[src/rtl/dbd_pkg.sv]
// Shared widths, constants and calendar functions for the date difference block.
package dbd_pkg;

   localparam int DAY_W      = 5;
   localparam int MONTH_W    = 4;
   localparam int YEAR_W     = 14;
   localparam int YLIM_W     = 15;
   localparam int COUNT_W    = 22;
   localparam int DNUM_W     = 23;
   localparam int OFF_W      = 9;
   localparam int LEAPS_W    = 13;
   localparam int RECIP_W    = 13;
   localparam int PROD_W     = YEAR_W + RECIP_W;
   localparam int RECIP_SH   = 19;
   localparam int QUOT_W     = PROD_W - RECIP_SH;

   localparam int MAX_YEAR_DEFAULT = 9999;

   // floor(n / 100) == (n * RECIP_100) >> RECIP_SH for all 14-bit n
   localparam logic [RECIP_W-1:0] RECIP_100 = 13'd5243;
   localparam logic [DNUM_W-1:0]  DAYS_PER_YEAR = 23'd365;
   localparam logic [YLIM_W-1:0]  CENTURY = 15'd100;

   localparam logic [MONTH_W-1:0] JANUARY   = 4'd1;
   localparam logic [MONTH_W-1:0] FEBRUARY  = 4'd2;
   localparam logic [MONTH_W-1:0] MARCH     = 4'd3;
   localparam logic [MONTH_W-1:0] APRIL     = 4'd4;
   localparam logic [MONTH_W-1:0] MAY       = 4'd5;
   localparam logic [MONTH_W-1:0] JUNE      = 4'd6;
   localparam logic [MONTH_W-1:0] JULY      = 4'd7;
   localparam logic [MONTH_W-1:0] AUGUST    = 4'd8;
   localparam logic [MONTH_W-1:0] SEPTEMBER = 4'd9;
   localparam logic [MONTH_W-1:0] OCTOBER   = 4'd10;
   localparam logic [MONTH_W-1:0] NOVEMBER  = 4'd11;
   localparam logic [MONTH_W-1:0] DECEMBER  = 4'd12;

   typedef struct packed {
      logic              ok;
      logic [DNUM_W-1:0] num;
   } daynum_type;

   function automatic logic [OFF_W-1:0] days_before(input logic [MONTH_W-1:0] m);
      logic [OFF_W-1:0] r;
      unique case (m)
         JANUARY:   r = 9'd0;
         FEBRUARY:  r = 9'd31;
         MARCH:     r = 9'd59;
         APRIL:     r = 9'd90;
         MAY:       r = 9'd120;
         JUNE:      r = 9'd151;
         JULY:      r = 9'd181;
         AUGUST:    r = 9'd212;
         SEPTEMBER: r = 9'd243;
         OCTOBER:   r = 9'd273;
         NOVEMBER:  r = 9'd304;
         DECEMBER:  r = 9'd334;
         default:   r = 9'd0;
      endcase
      return r;
   endfunction

   function automatic logic [DAY_W-1:0] month_len(input logic [MONTH_W-1:0] m,
                                                  input logic leap);
      logic [DAY_W-1:0] r;
      unique case (m)
         FEBRUARY:                           r = leap ? 5'd29 : 5'd28;
         APRIL, JUNE, SEPTEMBER, NOVEMBER:   r = 5'd30;
         JANUARY, MARCH, MAY, JULY, AUGUST,
         OCTOBER, DECEMBER:                  r = 5'd31;
         default:                            r = 5'd0;
      endcase
      return r;
   endfunction

endpackage

[src/rtl/dbd_daynum.sv]
// Three-stage pipeline turning one date into a day number plus a validity flag.
module dbd_daynum
   import dbd_pkg::*;
#(
   parameter int MAX_YEAR = MAX_YEAR_DEFAULT
) (
   input  logic               clock,
   input  logic               reset,
   input  logic               in_valid,
   input  logic [DAY_W-1:0]   day,
   input  logic [MONTH_W-1:0] month,
   input  logic [YEAR_W-1:0]  year,
   output logic               out_valid,
   output daynum_type         result
);

   // stage 1: reciprocal quotients by 100
   logic               v1_ff, v1_in;
   logic [DAY_W-1:0]   d1_ff;
   logic [MONTH_W-1:0] m1_ff;
   logic [YEAR_W-1:0]  y1_ff;
   logic               yok1_ff, yok1_in;
   logic [QUOT_W-1:0]  qx1_ff, qx1_in;
   logic [QUOT_W-1:0]  qy1_ff, qy1_in;
   logic [YEAR_W-1:0]  xs0;
   logic [PROD_W-1:0]  px0, py0;

   assign v1_in   = in_valid;
   assign xs0     = year - YEAR_W'(1);
   assign px0     = PROD_W'(xs0) * PROD_W'(RECIP_100);
   assign py0     = PROD_W'(year) * PROD_W'(RECIP_100);
   assign qx1_in  = px0[PROD_W-1:RECIP_SH];
   assign qy1_in  = py0[PROD_W-1:RECIP_SH];
   assign yok1_in = (year != '0) && (YLIM_W'(year) <= YLIM_W'(MAX_YEAR));

   always_ff @(posedge clock) begin
      if (reset) begin
         v1_ff <= 1'b0;
      end else begin
         v1_ff <= v1_in;
      end
   end

   always_ff @(posedge clock) begin
      d1_ff   <= day;
      m1_ff   <= month;
      y1_ff   <= year;
      yok1_ff <= yok1_in;
      qx1_ff  <= qx1_in;
      qy1_ff  <= qy1_in;
   end

   // stage 2: leap rule, year base, month offset, validity
   logic               v2_ff, v2_in;
   logic               ok2_ff, ok2_in;
   logic [DNUM_W-1:0]  base2_ff, base2_in;
   logic [OFF_W-1:0]   off2_ff, off2_in;
   logic [YEAR_W-1:0]  xs1;
   logic               cent1, leap1, mok1, dok1;
   logic [LEAPS_W-1:0] leaps1;
   logic [DAY_W-1:0]   mlen1;

   always_comb begin
      xs1    = y1_ff - YEAR_W'(1);
      cent1  = (YLIM_W'(qy1_ff) * CENTURY) == YLIM_W'(y1_ff);
      leap1  = cent1 ? (qy1_ff[1:0] == 2'b00) : (y1_ff[1:0] == 2'b00);
      leaps1 = LEAPS_W'(xs1[YEAR_W-1:2]) - LEAPS_W'(qx1_ff)
             + LEAPS_W'(qx1_ff[QUOT_W-1:2]) + LEAPS_W'(1);
      mlen1  = month_len(m1_ff, leap1);
      mok1   = (m1_ff >= JANUARY) && (m1_ff <= DECEMBER);
      dok1   = (d1_ff != '0) && (d1_ff <= mlen1);
      ok2_in = yok1_ff && mok1 && dok1;
      base2_in = DNUM_W'(y1_ff) * DAYS_PER_YEAR + DNUM_W'(leaps1);
      off2_in  = days_before(m1_ff) + OFF_W'(d1_ff)
               + OFF_W'((m1_ff > FEBRUARY) && leap1);
      v2_in  = v1_ff;
   end

   always_ff @(posedge clock) begin
      if (reset) begin
         v2_ff <= 1'b0;
      end else begin
         v2_ff <= v2_in;
      end
   end

   always_ff @(posedge clock) begin
      ok2_ff   <= ok2_in;
      base2_ff <= base2_in;
      off2_ff  <= off2_in;
   end

   // stage 3: final sum
   logic       v3_ff;
   daynum_type r3_ff, r3_in;

   assign r3_in.ok  = ok2_ff;
   assign r3_in.num = base2_ff + DNUM_W'(off2_ff);

   always_ff @(posedge clock) begin
      if (reset) begin
         v3_ff <= 1'b0;
      end else begin
         v3_ff <= v2_ff;
      end
   end

   always_ff @(posedge clock) begin
      r3_ff <= r3_in;
   end

   assign out_valid = v3_ff;
   assign result    = r3_ff;

endmodule

[src/rtl/dbd_diff.sv]
// Final stage: subtract day numbers, clamp at zero, add end day, mask invalid dates.
module dbd_diff
   import dbd_pkg::*;
(
   input  logic               clock,
   input  logic               reset,
   input  logic               in_valid,
   input  daynum_type         from_date,
   input  daynum_type         to_date,
   input  logic               include_end,
   output logic               out_valid,
   output logic [COUNT_W-1:0] count,
   output logic               invalid
);

   logic               valid_ff;
   logic [COUNT_W-1:0] count_ff, count_in;
   logic               invalid_ff, invalid_in;
   logic [DNUM_W-1:0]  span;

   always_comb begin
      invalid_in = !(from_date.ok && to_date.ok);
      span       = (from_date.num < to_date.num) ? (to_date.num - from_date.num) : '0;
      count_in   = invalid_in ? '0 : (span[COUNT_W-1:0] + COUNT_W'(include_end));
   end

   always_ff @(posedge clock) begin
      if (reset) begin
         valid_ff <= 1'b0;
      end else begin
         valid_ff <= in_valid;
      end
   end

   always_ff @(posedge clock) begin
      count_ff   <= count_in;
      invalid_ff <= invalid_in;
   end

   assign out_valid = valid_ff;
   assign count     = count_ff;
   assign invalid   = invalid_ff;

endmodule

[src/rtl/days_between_dates_top.sv]
// Top level of the Gregorian date difference pipeline.
//
//   channel   ports                       handshake
//   request   req_* fields                start high, busy low
//   response  rsp_day_count, rsp_date_invalid   rsp_valid, one cycle, no back-pressure
//
// One transaction per cycle; each result passes through three day-number stages
// per date and then through one difference stage.
// busy stays low: the pipeline never stalls since the receiver cannot hold results.
// Synchronous reset clears the valid bits only; payload registers are not reset.
module days_between_dates_top
   import dbd_pkg::*;
#(
   parameter int MAX_YEAR = MAX_YEAR_DEFAULT
) (
   input  logic               clock,
   input  logic               reset,
   input  logic               start,
   output logic               busy,
   input  logic [DAY_W-1:0]   req_start_day,
   input  logic [MONTH_W-1:0] req_start_month,
   input  logic [YEAR_W-1:0]  req_start_year,
   input  logic [DAY_W-1:0]   req_end_day,
   input  logic [MONTH_W-1:0] req_end_month,
   input  logic [YEAR_W-1:0]  req_end_year,
   input  logic               req_include_end_day,
   output logic               rsp_valid,
   output logic [COUNT_W-1:0] rsp_day_count,
   output logic               rsp_date_invalid
);

   localparam int INC_STAGES = 3;

   logic                  accept;
   logic                  from_valid, to_valid;
   daynum_type            from_num, to_num;
   logic [INC_STAGES-1:0] inc_ff, inc_in;

   assign busy   = 1'b0;
   assign accept = start && !busy;

   dbd_daynum #(.MAX_YEAR(MAX_YEAR)) u_from (
      .clock     (clock),
      .reset     (reset),
      .in_valid  (accept),
      .day       (req_start_day),
      .month     (req_start_month),
      .year      (req_start_year),
      .out_valid (from_valid),
      .result    (from_num)
   );

   dbd_daynum #(.MAX_YEAR(MAX_YEAR)) u_to (
      .clock     (clock),
      .reset     (reset),
      .in_valid  (accept),
      .day       (req_end_day),
      .month     (req_end_month),
      .year      (req_end_year),
      .out_valid (to_valid),
      .result    (to_num)
   );

   // end-day flag rides alongside the day-number stages
   assign inc_in = {inc_ff[INC_STAGES-2:0], req_include_end_day};

   always_ff @(posedge clock) begin
      inc_ff <= inc_in;
   end

   dbd_diff u_diff (
      .clock       (clock),
      .reset       (reset),
      .in_valid    (from_valid && to_valid),
      .from_date   (from_num),
      .to_date     (to_num),
      .include_end (inc_ff[INC_STAGES-1]),
      .out_valid   (rsp_valid),
      .count       (rsp_day_count),
      .invalid     (rsp_date_invalid)
   );

endmodule

[config.mk]
export PLATFORM = sky130hd
export DESIGN_NAME = days_between_dates_top
export DESIGN_NICKNAME = d
export VERILOG_FILES = /design/src/rtl/dbd_pkg.sv /design/src/rtl/dbd_daynum.sv /design/src/rtl/dbd_diff.sv /design/src/rtl/days_between_dates_top.sv
export SDC_FILE = /design/constraint.sdc
export NUM_CORES = 2
export LEC_CHECK = 0
export BUFFER_PORTS_ARGS = -buffer_cell sky130_fd_sc_hd__buf_2
export CORE_MARGIN = 10
export CORE_UTILIZATION = 55
export CTS_BUF_LIST = sky130_fd_sc_hd__clkbuf_4
export DETAILED_ROUTE_END_ITERATION = 8
export PLACE_DENSITY = 0.82
export REMOVE_ABC_BUFFERS = 1
export SLEW_MARGIN = 25
export SYNTH_ARGS = -nofsm -noshare
export SYNTH_HDL_FRONTEND = slang
export SYNTH_SLANG_ARGS = --single-unit
export TNS_END_PERCENT = 30
[constraint.sdc]
create_clock -name clock -period 8.5 [get_ports clock]
set_clock_uncertainty 0.1 [all_clocks]
set_input_delay 0 -clock clock [delete_from_list [all_inputs] [get_ports clock]]
set_output_delay 0 -clock clock [all_outputs]
set_load 0.005 [all_outputs]
==> load_flow_metrics.sql <==
INSERT INTO impl_metrics (metric_group, metric, value, unit) VALUES
('run_status', 'run_status', 'finished, final reports clean', ''),
('synth', 'yosys_most_used_dff', 'sky130_fd_sc_hd__dfxtp_1', ''),
('critical_path', 'worstReg2RegStart', 'u_to.y1_ff[1]', ''),
('synth', 'synth_adder_area_share', '51.1', '%'),
('global_routing', 'grt_pass1_vias', '25214', ''),
('sta', 'layout_min_cycle_time', '7360', 'ps'),
('synth', 'synth_xor_area_share', '6.77', '%'),
('sta', 'setup_viol', '0', ''),
('drt', 'drt_iter0_drc', '1088', ''),
('critical_path', 'worst-endpoint-arrival', '7970', 'ps'),
('synth', 'post_synth.cell_area_avg', '9.57', 'um^2'),
('critical_path', 'crit_path_max_fanout', '8', ''),
('clock_tree', 'max-clock-path-buffers', '3', ''),
('clock_tree', 'ctsHtreeMaxLevel', '2', ''),
('global_routing', 'grt_overflow', '0', ''),
('sta', 'fin_hold_ws', '76.6', 'ps'),
('critical_path', 'category_of_the_worst_setup_path_launch_point', 'input pin', ''),
('synth', 'mux_contribution_to_synthesized_area', '0.615', '%'),
('die', 'height_of_the_die', '265', 'um'),
('critical_path', 'crit_path_top_delay_cell', 'sky130_fd_sc_hd__xnor2_1', ''),
('drt', 'via_count', '23794', ''),
('synth', 'flops_latches_synth', '242', ''),
('finish', 'postLayoutCellArea', '36000', 'um^2'),
('sta', 'timing.final.hold_violations', '0', ''),
('job', 'maxCapViolCount', '0', ''),
('sta', 'slew_headroom', '37.7', '%'),
('clock_tree', 'post_cts.resized_instances', '0', ''),
('critical_path', 'critPathCapture', 'u_to.qx1_ff[7]', ''),
('global_routing', 'groute.usage.overall', '20.7', '%'),
('critical_path', 'cpMostUsedCell', 'sky130_fd_sc_hd__inv_1', ''),
('synth', 'number_of_flops_mapped_to_enable_cells_by_yosys', '0', ''),
('synth', 'synth-simple-area-share', '8.31', '%'),
('sta', 'grt_setup_unrepaired', 'no', ''),
('sta', 'fin_crit_sh', '86.6', '%'),
('die', 'num_rows', '89', ''),
('clock_tree', 'cts_inserted_buffers', '61', ''),
('clock_tree', 'root_buf_cell', 'sky130_fd_sc_hd__clkbuf_4', ''),
('place', 'buffer_ports.inserted', '73', ''),
('sta', 'timing_max_transition_violations_final', '0', ''),
('synth', 'synth.top_cell.area_share', '28.4', '%'),
('clock_tree', 'tritoncts_clock_tree', 'done', ''),
('synth', 'synthDominantAreaCellType', 'sky130_fd_sc_hd__ha_1', ''),
('die', 'core_area', '59200', 'um^2'),
('clock_tree', 'post-cts-setup-buffers', '0', ''),
('drt', 'vias_per_cell', '5.30', ''),
('clock_tree', 'clkLatencyLatePin', '830', 'ps'),
('finish', 'syn_to_final_growth', '9.17', '%'),
('critical_path', 'worst_r2r_path_depth', '22', ''),
('critical_path', 'r2r-end', 'u_to.base2_ff[22]', ''),
('critical_path', 'reg2reg_setup_slack', '1640', 'ps'),
('sta', 'setup_total_negative_slack', '0', 'ps'),
('sta', 'max_freq', '0.136', 'GHz'),
('die', 'floorplan.initialDensity', '55.7', '%'),
('synth', 'synth.cells.most_frequent', '801 x sky130_fd_sc_hd__inv_1, 749 x sky130_fd_sc_hd__ha_1, 374 x sky130_fd_sc_hd__fa_1', ''),
('critical_path', 'timing.critical_path.to_type', 'flop', ''),
('critical_path', 'max_stage_delay', '680', 'ps'),
('finish', 'nets', '4842', ''),
('die', 'die_width', '265', 'um'),
('drt', 'drt_pre_antenna_iters', '5', ''),
('synth', 'synth.distinct_cells', '85', ''),
('synth', 'synthesis.yosys.warnings', '0', ''),
('clock_tree', 'clkTransAtPathRegs', '80', 'ps'),
('synth', 'synth_async_sr_flop_share', '0', '%'),
('drt', 'wirelength', '71100', 'um'),
('critical_path', 'startpoint', 'req_end_year[2]', ''),
('place', 'placed_area', '34200', 'um^2'),
('global_routing', 'antenna_violations_before_repair', '7', ''),
('clock_tree', 'cts_num_sinks', '242', ''),
('synth', 'post_synth_inst_count', '3447', ''),
('critical_path', 'cp.required', '9110', 'ps'),
('place', 'finalWeightedCongestion', '0.919', '');
## worst max-delay path, delay by kind of cell
| family | cells | cell delay (ps) |
|---|---|---|
| compound gates | 10 | 2660 |
| xor+xnor | 2 | 810 |
| simple gates | 4 | 560 |
| fa+ha+maj | 7 | 2470 |
| buf+inv | 8 | 1450 |
## layout make-up
| type | instances | area (um^2) |
|---|---|---|
| Multi-Input combinational cell | 2379 | 25000 |
| Fill cell | 4696 | 23200 |
| Sequential cell | 242 | 4840 |
| Inverter | 801 | 3010 |
| Timing Repair Buffer | 184 | 1450 |
| Tap cell | 773 | 967 |
| Clock buffer | 76 | 571 |
| Clock inverter | 31 | 166 |
| Antenna cell | 4 | 10.0 |
## flip-flops by register name (all words and copies together) (netlist names), 8 cells and up, named ones only
register / count
u_to.y1_ff: 14
u_to.qy1_ff: 8
u_to.qx1_ff: 8
u_from.off2_ff: 9
u_to.off2_ff: 9
u_from.qy1_ff: 8
u_diff.count: 22
u_to.result: 24
u_from.base2_ff: 23
u_from.y1_ff: 14
u_to.base2_ff: 23
u_from.result: 24
u_from.qx1_ff: 8
## layout by cell type, fill, tap and decap left out, types with 11 or more instances in the layout
cell type	instances
sky130_fd_sc_hd__a21boi_0	16
sky130_fd_sc_hd__a21o_1	53
sky130_fd_sc_hd__a21oi_1	108
sky130_fd_sc_hd__a31oi_1	13
sky130_fd_sc_hd__and2_1	15
sky130_fd_sc_hd__and3_1	26
sky130_fd_sc_hd__buf_2	73
sky130_fd_sc_hd__clkbuf_4	76
sky130_fd_sc_hd__clkinv_1	17
sky130_fd_sc_hd__clkinv_2	11
sky130_fd_sc_hd__dfxtp_1	242
sky130_fd_sc_hd__dlygate4sd3_1	102
sky130_fd_sc_hd__fa_1	374
sky130_fd_sc_hd__ha_1	749
sky130_fd_sc_hd__inv_1	801
sky130_fd_sc_hd__nand2_1	89
sky130_fd_sc_hd__nand2b_1	22
sky130_fd_sc_hd__nand3_1	46
sky130_fd_sc_hd__nand4_1	24
sky130_fd_sc_hd__nor2_1	162
sky130_fd_sc_hd__nor2b_1	31
sky130_fd_sc_hd__nor3_1	53
sky130_fd_sc_hd__nor4_1	16
sky130_fd_sc_hd__o2111ai_1	11
sky130_fd_sc_hd__o211ai_1	18
sky130_fd_sc_hd__o21a_1	25
sky130_fd_sc_hd__o21ai_0	94
sky130_fd_sc_hd__o21bai_1	18
sky130_fd_sc_hd__xnor2_1	179
sky130_fd_sc_hd__xor2_1	76
## logic make-up (layout without fill, tap and decap cells)
logic type	count (synthesis)	in the layout
flip-flops	242	242
AO/OA/AOI/OAI	443	443
buffers and inverters	826	1092
XOR/XNOR	255	255
other	1	5
AND/OR/NAND/NOR	540	540
multiplexers	17	17
adder cells (fa/ha/maj)	1123	1123
## stage by stage
stage	util (%)	worst slack, ps	instances
finish	60.8	1140	4490
global route	60.8	582	4489
CTS	60.8	1270	4486
detailed placement	57.8	948	4277
global placement	57.8	1220	4277
floorplan	-	1740	3422
## worst min path at each step
stage / start / to / slack, ps / cells past startpoint
2_1_floorplan: req_include_end_day / inc_ff[0] / -70 / 0
3_3_place_gp: req_start_day[1] / u_from.d1_ff[1] / 3 / 1
3_5_place_dp: req_start_day[4] / u_from.d1_ff[4] / 5 / 1
4_1_cts: req_start_month[0] / flop / 10 / 4
5_1_grt: req_start_month[0] / flop / 60 / 4
6_report: req_start_month[0] / flop / 80 / 4
## layer usage
| metal | vias up | share of wire (%) | global-route usage (%) |
|---|---|---|---|
| li1 | 11708 | - | - |
| met1 | 11423 | 44 | 25.7 |
| met4 | 0 | 3.6 | 8.22 |
| met2 | 493 | 48 | 36.0 |
| met5 | - | 0 | 0 |
| met3 | 170 | 4.4 | 2.85 |
Power is not shown: default switching activity piles up to over one toggle a cycle in this logic, so the estimate is an artifact.
